==> src/lfps_pkg.sv <==
`default_nettype none
package lfps_pkg;

  // Default widths of the sample and fraction fields.
  localparam int SAMPLE_BITS_DEF = 12;
  localparam int FRAC_BITS_DEF   = 16;

  // Fixed field widths.
  localparam int SAMPLE_MAX_W = 16;
  localparam int GAIN_W       = 16;
  localparam int LIMIT_W      = 7;
  localparam int TICK_W       = 8;
  localparam int ACC_W        = 32;
  localparam int DRIVE_W      = 8;

  // Configuration port.
  localparam int CFG_ADDR_W = 5;
  localparam int CFG_DATA_W = 32;
  localparam int REG_IDX_W  = 3;

  localparam logic [REG_IDX_W-1:0] REG_MIN_COUNT      = 3'd0;
  localparam logic [REG_IDX_W-1:0] REG_MAX_COUNT      = 3'd1;
  localparam logic [REG_IDX_W-1:0] REG_PROP_GAIN      = 3'd2;
  localparam logic [REG_IDX_W-1:0] REG_INTEG_GAIN     = 3'd3;
  localparam logic [REG_IDX_W-1:0] REG_PREDICT_GAIN   = 3'd4;
  localparam logic [REG_IDX_W-1:0] REG_INTEGRAL_LIMIT = 3'd5;
  localparam logic [REG_IDX_W-1:0] REG_STEER_LIMIT    = 3'd6;
  localparam logic [REG_IDX_W-1:0] REG_LOSS_TIMEOUT   = 3'd7;

  // Datapath operations issued by the controller.
  localparam int OP_W = 5;
  localparam logic [OP_W-1:0] OP_NONE      = 5'd0;
  localparam logic [OP_W-1:0] OP_LOAD      = 5'd1;
  localparam logic [OP_W-1:0] OP_NORM_DIV  = 5'd2;
  localparam logic [OP_W-1:0] OP_NORM_WB   = 5'd3;
  localparam logic [OP_W-1:0] OP_RATIO_DIV = 5'd4;
  localparam logic [OP_W-1:0] OP_RATIO_WB  = 5'd5;
  localparam logic [OP_W-1:0] OP_PMUL      = 5'd6;
  localparam logic [OP_W-1:0] OP_PMUL_WB   = 5'd7;
  localparam logic [OP_W-1:0] OP_EDIV      = 5'd8;
  localparam logic [OP_W-1:0] OP_EDIV_WB   = 5'd9;
  localparam logic [OP_W-1:0] OP_PROP_MUL  = 5'd10;
  localparam logic [OP_W-1:0] OP_PROP_WB   = 5'd11;
  localparam logic [OP_W-1:0] OP_INT_MUL   = 5'd12;
  localparam logic [OP_W-1:0] OP_INT_WB    = 5'd13;
  localparam logic [OP_W-1:0] OP_CLAMP     = 5'd14;
  localparam logic [OP_W-1:0] OP_COMMIT    = 5'd15;
  localparam logic [OP_W-1:0] OP_LOST      = 5'd16;
  localparam logic [OP_W-1:0] OP_DMUL      = 5'd17;
  localparam logic [OP_W-1:0] OP_DDIV      = 5'd18;
  localparam logic [OP_W-1:0] OP_DDIV_WB   = 5'd19;

  typedef struct packed {
    logic [SAMPLE_MAX_W-1:0] min_count;
    logic [SAMPLE_MAX_W-1:0] max_count;
    logic [GAIN_W-1:0]       prop_gain;
    logic [GAIN_W-1:0]       integ_gain;
    logic [GAIN_W-1:0]       predict_gain;
    logic [GAIN_W-1:0]       integral_limit;
    logic [LIMIT_W-1:0]      steer_limit;
    logic [TICK_W-1:0]       loss_timeout;
  } cfg_t;

  typedef struct packed {
    logic [OP_W-1:0] op;
    logic [1:0]      idx;
  } cmd_t;

  typedef struct packed {
    logic div_done;
    logic line_seen;
    logic decay;
  } stat_t;

endpackage
`default_nettype wire

==> src/lfps_ctrl.sv <==
`default_nettype none
// Sequencer: walks the datapath through one tick, at most one operation per state.
module lfps_ctrl import lfps_pkg::*; (
  input  wire logic  clk,
  input  wire logic  rst_n,
  input  wire logic  in_valid,
  input  wire logic  out_free,
  input  wire stat_t stat,
  output cmd_t       cmd,
  output logic       in_ready,
  output logic       publish
);

  localparam int ST_W = 5;
  localparam logic [ST_W-1:0] ST_IDLE       = 5'd0;
  localparam logic [ST_W-1:0] ST_NORM       = 5'd1;
  localparam logic [ST_W-1:0] ST_NORM_WAIT  = 5'd2;
  localparam logic [ST_W-1:0] ST_CHECK      = 5'd3;
  localparam logic [ST_W-1:0] ST_RATIO_WAIT = 5'd4;
  localparam logic [ST_W-1:0] ST_PMUL       = 5'd5;
  localparam logic [ST_W-1:0] ST_PMUL_WB    = 5'd6;
  localparam logic [ST_W-1:0] ST_EDIV       = 5'd7;
  localparam logic [ST_W-1:0] ST_EDIV_WB    = 5'd8;
  localparam logic [ST_W-1:0] ST_PROP_MUL   = 5'd9;
  localparam logic [ST_W-1:0] ST_PROP_WB    = 5'd10;
  localparam logic [ST_W-1:0] ST_INT_MUL    = 5'd11;
  localparam logic [ST_W-1:0] ST_INT_WB     = 5'd12;
  localparam logic [ST_W-1:0] ST_CLAMP      = 5'd13;
  localparam logic [ST_W-1:0] ST_COMMIT     = 5'd14;
  localparam logic [ST_W-1:0] ST_LOST       = 5'd15;
  localparam logic [ST_W-1:0] ST_DDIV       = 5'd16;
  localparam logic [ST_W-1:0] ST_DDIV_WB    = 5'd17;
  localparam logic [ST_W-1:0] ST_DONE       = 5'd18;

  logic [ST_W-1:0] state_r, state_nxt;
  logic [1:0]      idx_r, idx_nxt;

  always_comb begin
    state_nxt = state_r;
    idx_nxt   = idx_r;
    cmd.op    = OP_NONE;
    cmd.idx   = idx_r;
    in_ready  = 1'b0;
    publish   = 1'b0;
    unique case (state_r)
      ST_IDLE: begin
        in_ready = 1'b1;
        if (in_valid) begin
          cmd.op    = OP_LOAD;
          state_nxt = ST_NORM;
        end
      end
      ST_NORM: begin
        cmd.op    = OP_NORM_DIV;
        state_nxt = ST_NORM_WAIT;
      end
      ST_NORM_WAIT: begin
        if (stat.div_done) begin
          cmd.op    = OP_NORM_WB;
          idx_nxt   = idx_r + 2'd1;
          state_nxt = (idx_r == 2'd3) ? ST_CHECK : ST_NORM;
        end
      end
      ST_CHECK: begin
        if (stat.line_seen) begin
          cmd.op    = OP_RATIO_DIV;
          state_nxt = ST_RATIO_WAIT;
        end else begin
          cmd.op    = OP_LOST;
          state_nxt = ST_LOST;
        end
      end
      ST_RATIO_WAIT: begin
        if (stat.div_done) begin
          cmd.op    = OP_RATIO_WB;
          state_nxt = ST_PMUL;
        end
      end
      ST_PMUL: begin
        cmd.op    = OP_PMUL;
        state_nxt = ST_PMUL_WB;
      end
      ST_PMUL_WB: begin
        cmd.op    = OP_PMUL_WB;
        state_nxt = ST_EDIV;
      end
      ST_EDIV: begin
        cmd.op    = OP_EDIV;
        state_nxt = ST_EDIV_WB;
      end
      ST_EDIV_WB: begin
        cmd.op    = OP_EDIV_WB;
        state_nxt = ST_PROP_MUL;
      end
      ST_PROP_MUL: begin
        cmd.op    = OP_PROP_MUL;
        state_nxt = ST_PROP_WB;
      end
      ST_PROP_WB: begin
        cmd.op    = OP_PROP_WB;
        state_nxt = ST_INT_MUL;
      end
      ST_INT_MUL: begin
        cmd.op    = OP_INT_MUL;
        state_nxt = ST_INT_WB;
      end
      ST_INT_WB: begin
        cmd.op    = OP_INT_WB;
        state_nxt = ST_CLAMP;
      end
      ST_CLAMP: begin
        cmd.op    = OP_CLAMP;
        state_nxt = ST_COMMIT;
      end
      ST_COMMIT: begin
        cmd.op    = OP_COMMIT;
        state_nxt = ST_DONE;
      end
      ST_LOST: begin
        if (stat.decay) begin
          cmd.op    = OP_DMUL;
          state_nxt = ST_DDIV;
        end else begin
          state_nxt = ST_DONE;
        end
      end
      ST_DDIV: begin
        cmd.op    = OP_DDIV;
        state_nxt = ST_DDIV_WB;
      end
      ST_DDIV_WB: begin
        cmd.op    = OP_DDIV_WB;
        state_nxt = ST_DONE;
      end
      ST_DONE: begin
        if (out_free) begin
          publish   = 1'b1;
          state_nxt = ST_IDLE;
        end
      end
      default: state_nxt = ST_IDLE;
    endcase
  end

  always_ff @(posedge clk) begin
    if (!rst_n) begin
      state_r <= ST_IDLE;
      idx_r   <= 2'd0;
    end else begin
      state_r <= state_nxt;
      idx_r   <= idx_nxt;
    end
  end

  // An accepted transaction always starts the normalization walk.
  a_accept_starts: assert property (@(posedge clk) disable iff (!rst_n)
    (in_valid && in_ready) |=> (state_r == ST_NORM && idx_r == 2'd0))
    else $error("accepted transaction did not start normalization");

  // The sensor index only moves while the four sensors are being normalized.
  a_idx_home: assert property (@(posedge clk) disable iff (!rst_n)
    (state_r != ST_NORM && state_r != ST_NORM_WAIT) |-> (idx_r == 2'd0))
    else $error("sensor index left nonzero outside normalization");

  // The divider only finishes while the sequencer is waiting on it.
  a_div_done_waited: assert property (@(posedge clk) disable iff (!rst_n)
    stat.div_done |-> (state_r == ST_NORM_WAIT || state_r == ST_RATIO_WAIT))
    else $error("divider result arrived with nobody waiting");

  // A result is handed over exactly once per tick, then the block is idle.
  a_publish_idle: assert property (@(posedge clk) disable iff (!rst_n)
    publish |=> (state_r == ST_IDLE))
    else $error("sequencer did not return to idle after a result");

endmodule
`default_nettype wire

==> config.mk <==
export PLATFORM = sky130hd
export DESIGN_NAME = lfps_ctrl
export DESIGN_NICKNAME = d
export VERILOG_FILES = /design/src/lfps_pkg.sv /design/src/lfps_ctrl.sv
export SDC_FILE = /design/constraint.sdc
export NUM_CORES = 1
export LEC_CHECK = 0
export BUFFER_PORTS_ARGS = -buffer_cell sky130_fd_sc_hd__buf_2
export CORE_AREA = 2 2 49 51
export DETAILED_ROUTE_END_ITERATION = 8
export DIE_AREA = 0 0 51 53
export PLACE_DENSITY = 0.55
export SLEW_MARGIN = 10
export SYNTH_ARGS = -nofsm -noshare
export SYNTH_HDL_FRONTEND = slang
export SYNTH_SLANG_ARGS = --single-unit
==> constraint.sdc <==
create_clock -name clk -period 1.5 [get_ports clk]
set_input_delay 0.075 -clock clk [delete_from_list [all_inputs] [get_ports clk]]
set_output_delay 0.075 -clock clk [all_outputs]
set_load 0.02 [all_outputs]
# Word level (Yosys, flattened, before mapping)
# Index checks and enable logic that the tools add are counted.
# op_classes
reduce_logical	4
n_addsub	1
n_eq_ne	23
mux	17
# ops
op	n
one-hot mux 5 bit (18 select lines)	2
equality test 5 x 4 -> 1 bit (second input constant)	8
two-way mux 5 bit	6
equality test 5 x 3 -> 1 bit (second input constant)	4
equality test 5 bit (second input constant)	3
equality test 5 x 2 -> 1 bit (second input constant)	2
!= test 2 bit (second input constant)	4
two-way mux 2 bit	3
equality test 5 x 1 -> 1 bit (second input constant)	1
zero test 5 bit	1
two-way mux 1 bit	4
two-way mux 4 bit	1
AND reduction 4 bit	1
two-way mux 3 bit	1
adder 2 x 1 -> 2 bit (second input constant)	1
equality test 2 bit (second input constant)	1
AND reduction 2 bit	1
OR reduction 2 bit	1
# word_totals
out_inout_bits	9
regBits	7
input_bits	7

# Logic depth before layout (Yosys ltp)
# logic_depth
word_depth	4
mapped_depth	6
mapped_depth_nobuf	4

# Worst setup path after synthesis
# No wires, ideal clock.
# synth_path
path_type	register to output
startpoint	register state_r[2]
endpoint	output cmd[2] in the netlist's numbering
path_stages_with_launch	6
path_slack_ns	0.063
arrival_time_ns	1.362
t_required_ns	1.425
cell_sequence	dfxtp_1 buf_4 inv_1 mux2i_1 nor2_1 o31ai_1
# synth_lines
item	line_no	rtl
start, declared	lfps_ctrl.sv:35	logic [ST_W-1:0] state_r, state_nxt;
start signal, assigned	lfps_ctrl.sv:150	state_r <= state_nxt;
end, declared	lfps_ctrl.sv:9	output cmd_t cmd,

==> impl_metrics.csv <==
group,metric,value,unit
power_and_ir_drop,fin_total_pwr,0.573,mW
drt,drt_iter0_drc,14,
yosys,async_flop_share,0,%
clock_network,cts-root-buf,"clkbuf_4",
setup_path,critical-path-max-stage-delay,0.35,ns
yosys,synth.top_cell.area_share,22.3,%
setup_path,arrival,1.42,ns
cells_and_area,final_area,847,um^2
drt,wirelength,1640,um
place,preCtsSetupSlack,0.152,ns
clock_network,cts_buffer_depth,2,
global_routing,gr-total-overflow,0,
global_routing,grt.met1_usage,16.8,%
cells_and_area,drive_above_1_share,43.8,%
clock_network,cts_buffers,3,
yosys,ys_warn_count,0,
yosys,syn-instance-count,80,
drt,via_count,674,
power_and_ir_drop,p_leak,0.351,nW
cells_and_area,n_antenna_cell,0,
outcome,status,"finished, final reports clean",
global_routing,grt_pass1_vias,635,
clock_network,clk_latency,0.25,ns
place,dpl_cell_area,743,um^2
timing,min_period,1.49,ns
job,max_cap_viol_count,0,
global_routing,grt_usage,14.3,%
place,gp_congestion,0.804,
floorplan,pin_count,16,
setup_path,path_cells,"or2_4 > nor3b_4 > o21ai_1 > o31ai_1 > buf_2",
global_routing,grt_max_degree,13,
clock_network,cts.clk_slew.worst_paths,0.05,ns
setup_path,critical_path_class,"reg -> out",
power_and_ir_drop,p_per_area,676,mW/mm^2
yosys,yosys.area.top_type,"dfxtp_1",
place,io_buffers,15,
clock_network,cts.htree.levels,1,
yosys,netlist_top_cells_count,"nor2_1 (10), dfxtp_1 (7), a21oi_1 (6), mux2i_1 (5), nand3_1 (5)",
timing,fmax,671,MHz
setup_path,worstSetupEndpointType,"output port",
clock_network,clock-sinks,7,
global_routing,grt_pass1_wl,2900,um
drt,detail_route.wl_per_cell,12.3,um
setup_path,start_kind,"register",
power_and_ir_drop,peakVddDrop,0.204,mV
timing,rsz0062_at_grt,"true",
yosys,synthMostInstantiatedCell,"nor2_1",
cells_and_area,fin_nets,114,
yosys,synth-seq-area-share,22.3,%
global_routing,antenna_found_initial,0,
global_routing,busiest_layer,"met2",
drt,drt_first_pass_iters,4,
clock_network,cts_tree,"built",
yosys,syn_nets,88,
floorplan,start_util,29.3,%
timing,worstMarginPinSlew,0.274,ns
setup_path,crit_slowest_cell,"dfxtp_4",
timing,finalSetupViolations,0,
timing,slew_headroom,81.5,%
place,dpl.hpwl,1220,um
drt,drc,0,
global_routing,met2_usage,24.0,%
global_routing,met3_usage,3.11,%
yosys,synth.area.top_cells,"dfxtp_1 (22%), mux2i_1 (8.0%), nor2_1 (6.0%)",
floorplan,die_area,0.00270,mm^2
timing,skew,0.00174,ns
setup_path,cp_max_fo,5,
drt,route.antenna.remaining_nets,0,
timing,min_period_over_period,99.4,%
yosys,synth_edf_count,0,
timing,setup_ws,0.00922,ns
floorplan,rows,17,
timing,final_hold_viol_count,0,
floorplan,die_height,53,um
yosys,synth_cell_types,37,
cells_and_area,area_delta_synth_final,34.6,%
timing,slew_viol_final,0,
yosys,netlist_area,629,um^2
yosys,synth_ff_type,"dfxtp_1",
setup_path,crit_required,1.42,ns
drt,viasPerCell,5.07,
yosys,avgSynthCellArea,7.87,um^2
yosys,ys_ff_latch,7,
floorplan,core,0.00215,mm^2
floorplan,fp.dieW,51,um
min_path,min_path_type,"in -> reg",
cells_and_area,fill_cells,220,
## sequential cells by signal (all words and copies together), names as in the netlist
name     count
idx_r        2
state_r      5
## timing repair
item	in CTS	in global routing
endpoints found under the setup margin	4	4
gates resized for setup	8	9
setup buffers	0	4
hold buffers	0	0
pin swaps	1	2
## area by class of cell
| type | count | area [um^2] | share of cell area, % |
|---|---|---|---|
| clock buffers | 4 | 26.3 | 3.10 |
| inverters | 3 | 11.3 | 1.33 |
| multi-input cells | 64 | 444 | 52.4 |
| flip-flops and latches | 7 | 149 | 17.6 |
| well taps | 28 | 35.0 | 4.14 |
| repair buffers | 27 | 181 | 21.4 |
## routing by layer
metal / up-vias / share of wire [%]
met4: 0 / 2.3
met1: 302 / 43
met2: 24 / 49
li1: 342 / -
met5: - / 0
met3: 6 / 5.4
## path summary, 6_finish.rpt
kind                   start          to  slack, ns  cells after the start
setup / recovery  state_r[2]      cmd[2]      0.009                      5
hold / removal         rst_n  state_r[2]       0.12                      3
setup reg to reg  state_r[3]  state_r[1]       0.17                      6
hold reg to reg     idx_r[0]    idx_r[0]       0.55                      2
## cell families (layout without fill, tap and decap cells)
family,Yosys count,count (layout),share of synthesized area [%]
flip-flops,7,7,22.3
AND/OR/NAND/NOR,32,32,28.6
adder cells (fa/ha/maj),1,1,1.99
buffers and inverters,9,34,10.7
XOR/XNOR,2,2,2.78
multiplexers,6,6,9.74
AO/OA/AOI/OAI,23,23,23.9
## worst max-delay path, delay by kind of cell, from the launching register on
| family | cells | cell delay (ns) |
|---|---|---|
| and+or+nand+nor | 2 | 0.47 |
| DFF | 1 | 0.35 |
| buffers and inverters | 1 | 0.20 |
| AOI/OAI and AO/OA | 2 | 0.16 |
## placed cells by master, fill, tap and decap left out, types with 2 or more instances in the layout
cell	n
a211oi_1	2
a21oi_1	6
buf_2	13
buf_4	11
buf_6	3
clkbuf_4	3
dfxtp_1	2
dfxtp_2	4
inv_1	2
mux2i_1	5
nand2_1	4
nand2b_1	2
nand3_1	5
nor2_1	10
o21ai_0	2
o21ai_1	4
o31ai_1	2
xnor2_1	2
## through the flow
step           TNS, ns  hold slack [ns]  utilization (%)  std cells
6_report             0            0.124             39.4        133
3_5_place_dp         0            0.387             34.6        125
4_1_cts              0            0.115             36.6        129
5_1_grt         -0.130            0.141             39.4        133
2_1_floorplan        0            0.240                -         80
3_3_place_gp         0            0.396             34.6        125
## power by group
| group | switching, mW | internal, mW |
|---|---|---|
| Clock | 0.0671 | 0.101 |
| Combinational | 0.104 | 0.0900 |
| Sequential | 0.0148 | 0.196 |
| Total | 0.186 | 0.387 |
Note: power is estimated with default switching activity, not from simulation.
